[src/design/tbp_mod.sv]
// ----------------------------------------------------------------------------
// Tournament branch predictor index reduction
// Remainder of a PC word by a table size: a bit slice for powers of two,
// otherwise a reciprocal multiply and subtract with the operand, the product and the remainder registered in turn.
// ----------------------------------------------------------------------------
module tbp_mod #(
  parameter int unsigned DIVISOR = 256,
  parameter int unsigned IN_W    = 29,
  localparam int unsigned REM_W  = (DIVISOR > 1) ? $clog2(DIVISOR) : 1
) (
  input  logic             clk_i,
  input  logic             rst_ni,
  input  logic             start_i,
  input  logic [IN_W-1:0]  value_i,
  output logic             done_o,
  output logic [REM_W-1:0] rem_o
);

  localparam bit IS_POW2 = ((DIVISOR & (DIVISOR - 1)) == 0);

  if (IS_POW2) begin : g_slice
    localparam logic [REM_W-1:0] MASK = REM_W'(DIVISOR - 1);

    logic             done_q;
    logic [REM_W-1:0] rem_q;

    always_ff @(posedge clk_i or negedge rst_ni) begin
      if (!rst_ni) begin
        done_q <= 1'b0;
      end else if (start_i) begin
        done_q <= 1'b1;
      end
    end

    // divisor of one leaves nothing
    always_ff @(posedge clk_i) begin
      if (start_i) begin
        rem_q <= value_i[REM_W-1:0] & MASK;
      end
    end

    assign done_o = done_q;
    assign rem_o  = rem_q;
  end else begin : g_recip
    // rounded-up reciprocal with IN_W + log2 fraction bits gives the exact
    // quotient for every IN_W-bit value
    localparam int unsigned SH    = IN_W + REM_W;
    localparam int unsigned MUL_W = IN_W + 2;
    localparam int unsigned P_W   = IN_W + MUL_W;
    localparam logic [63:0] RECIP = ((64'd1 << SH) + 64'(DIVISOR) - 64'd1) /
                                    64'(DIVISOR);
    localparam logic [MUL_W-1:0] MULT_C = RECIP[MUL_W-1:0];
    localparam logic [IN_W-1:0]  DIV_C  = IN_W'(DIVISOR);

    logic             s1_q;
    logic             s2_q;
    logic             done_q;
    logic [IN_W-1:0]  x_q;
    logic [P_W-1:0]   prod_q;
    logic [REM_W-1:0] rem_q;
    logic [IN_W-1:0]  quot;
    logic [IN_W-1:0]  diff;

    always_comb begin
      quot = IN_W'(prod_q >> SH);
      diff = x_q - quot * DIV_C;
    end

    always_ff @(posedge clk_i or negedge rst_ni) begin
      if (!rst_ni) begin
        s1_q   <= 1'b0;
        s2_q   <= 1'b0;
        done_q <= 1'b0;
      end else begin
        s1_q <= start_i;
        s2_q <= s1_q;
        if (start_i) begin
          done_q <= 1'b0;
        end else if (s2_q) begin
          done_q <= 1'b1;
        end
      end
    end

    always_ff @(posedge clk_i) begin
      if (start_i) begin
        x_q <= value_i;
      end
      if (s1_q) begin
        prod_q <= P_W'(x_q) * P_W'(MULT_C);
      end
      if (s2_q) begin
        rem_q <= diff[REM_W-1:0];
      end
    end

    assign done_o = done_q;
    assign rem_o  = rem_q;
  end

endmodule

[config.mk]
export PLATFORM = sky130hd
export DESIGN_NAME = tbp_mod
export DESIGN_NICKNAME = d
export VERILOG_FILES = /design/src/design/tbp_mod.sv
export SDC_FILE = /design/constraint.sdc
export NUM_CORES = 1
export LEC_CHECK = 0
export BUFFER_PORTS_ARGS = -buffer_cell sky130_fd_sc_hd__buf_4
export CELL_PAD_IN_SITES_DETAIL_PLACEMENT = 0
export CELL_PAD_IN_SITES_GLOBAL_PLACEMENT = 1
export CORE_MARGIN = 1
export CORE_UTILIZATION = 17
export CTS_CLUSTER_DIAMETER = 50
export DETAILED_ROUTE_END_ITERATION = 10
export GPL_ROUTABILITY_DRIVEN = 0
export GPL_TIMING_DRIVEN = 0
export PLACE_DENSITY_LB_ADDON = 0.1
export SLEW_MARGIN = 25
export SYNTH_ARGS = -nofsm -noshare
export SYNTH_HDL_FRONTEND = slang
export SYNTH_SLANG_ARGS = --single-unit
[constraint.sdc]
create_clock -name clk_i -period 0.8 [get_ports clk_i]
set_input_delay 0.08 -clock clk_i [delete_from_list [all_inputs] [get_ports clk_i]]
set_output_delay 0.08 -clock clk_i [all_outputs]
set_load 0.005 [all_outputs]
==> flow_summary.toml <==
[status]
outcome = "finished, violations left"
violations = "negative setup slack"

[floorplan]
die_w_um = 42.0
core_area_um2 = 1510
die_area_um2 = 1760
ioPinCount = 41
start_util = 0.180
die-height_um = 42.0
rows = 14

[min_path]
worstHoldPathType = "in -> reg"

[clocking]
cts_buffers = 3
cts_max_level = 1
cts_tree = "yes"
cts.sinks = 9
ctsLongestPathBuffers = 2
clock_latency_ns = 0.25
cts.clk_slew.worst_paths_ns = 0.06
root_buffer = "clkbuf_4"

[drt]
drt_first_pass_iters = 3
drt_wl_total_um = 572
via_per_inst = 3.68
initialDrtViolationCount = 7
wl_per_cell_um = 9.69
drcViolationCount = 0
vias = 217
drtAntennaViolNets = 0

[pwr]
powerDensity_nw_per_um2 = 1800
ir_drop_mv = 0.734
leakage_nw = 0.241

[worst_setup_path]
path_buf_inv = 1
path_delay_family = "flip-flops"
worstPathRequired_ns = 0.72
critPathSlowestCell = "edfxtp_1"
crit_type = "reg -> out"
crit_chain = "buf_4"
crit_path_max_incr_delay_ns = 0.37
path_max_fanout = 1
worstPathArrival_ns = 0.77
critPathCaptureType = "output port"
crit_path_start_kind = "flop"

[synth]
synthTopCellsByArea = "edfxtp_1, dfrtp_1, or2_1"
syn_area_per_cell_um2 = 27.2
synth_seq_cells = 9
syn_nets = 42
synth_seq_area_share = 0.977
postSynthCellCount = 10
synth.distinct_cells = 3
yosysTopAreaCell = "edfxtp_1"
synth_area_um2 = 272
yosysWarnings = 0
synth_top_area_frac = 0.885

[layout]
diodes = 0
fin_area_um2 = 573
drive_above_1_share = 0.535
syn2layout_area_growth_pct = 111
nNetsFinal = 76
utilization = 0.380

[sta]
slew_viol_final = 0
timing.fmax_mhz = 1180
finalSetupViolCount = 10
hold_violations = 0
min_period_over_period = 1.06
rsz0062_at_grt = "true"
fin_hold_ws_ns = 0.110
relSlewSlack = 0.927
min_period_ns = 0.846
skew_ns = 0
setup_ws_ns = -0.0461
worstMarginPinSlew_ns = 0.110

[grt]
grt_pass1_vias = 213
grt_pass1_wl_um = 869
grt_antenna_before_repair = 0
grt.overflow.total = 0
grt_max_degree = 10
grt_usage = 0.0732

[place]
portBuffers = 19
dpl_cell_area_um2 = 434

[job]
max_cap_viol_count = 0
## sequential cells by signal, summed over array words and instances (netlist names)
register,cells
done_o,1
rem_o,8
## synth_stat cells
library cell	instances
dfrtp_1	1
edfxtp_1	8
or2_1	1
## through the flow
| stage | cells | TNS (ns) | setup slack (ns) | power, W |
|---|---|---|---|---|
| 2_1_floorplan | 10 | 0 | 0.101 | 0.000572 |
| 3_3_place_gp | 45 | 0 | 0.109 | 0.000666 |
| 3_5_place_dp | 45 | 0 | 0.0971 | 0.000668 |
| 4_1_cts | 59 | -0.531 | -0.0666 | 0.00104 |
| 5_1_grt | 59 | -0.731 | -0.0913 | 0.00109 |
| 6_report | 59 | -0.378 | -0.0461 | 0.00103 |
## worst paths after layout
path,cells after the start,start,slack (ns),end
hold / removal,1,start_i,0.11,rem_o[1]
min in group asynchronous,2,rst_ni,0.14,done_o
hold reg to reg,2,done_o,0.57,done_o
max in group asynchronous,2,rst_ni,0.58,done_o
setup / recovery,1,rem_o[2],-0.05,rem_o[2]
setup reg to reg,2,done_o,-0.02,done_o
## placed cells by master (no fill, tap or decap)
master	instances
clkbuf_4	3
buf_4	16
or2_1	1
dfrtp_1	1
edfxtp_1	8
clkbuf_1	1
dlygate4sd3_1	9
buf_6	4
## logic make-up after synthesis
family / after synthesis / synth area share
flip-flops: 9 / 0.977
AND/OR/NAND/NOR: 1 / 0.0231
## worst register-to-register path, delay by kind of cell (launching register included)
kind                   cells  cell delay, ns
flip-flops                 1            0.38
buffers and inverters      1            0.13
AND/OR/NAND/NOR            1            0.19
## area by class of cell
cell class	count	area, um2
Clock buffer	4	26.3
Fill cell	147	933
Multi-Input combinational cell	1	6.26
Tap cell	16	20.0
Timing Repair Buffer	29	255
Sequential cell	9	265
## timing repair
| action | 4_1_cts | 5_1_grt |
|---|---|---|
| pin swaps | 1 | 0 |
| gates resized for setup | 1 | 3 |
| setup buffers | 1 | 0 |
| hold buffers | 9 | 0 |
| gates cloned | 0 | 0 |
| setup endpoints to repair | 9 | 10 |
| hold endpoints to repair | 9 | 0 |
## routing by layer
metal | wire length, um | global-route usage
met5 | 0 | 0
met4 | 0 | 0.0581
met3 | 90 | 0.0478
met2 | 222 | 0.0844
met1 | 258 | 0.0922
## power breakdown
part | internal, W | switching, W | total, W
Sequential | 0.000549 | 0.0000120 | 0.000561
Clock | 0.000191 | 0.000141 | 0.000332
Combinational | 0.000102 | 0.0000355 | 0.000137
No activity file was read; power rests on OpenSTA's default activity.
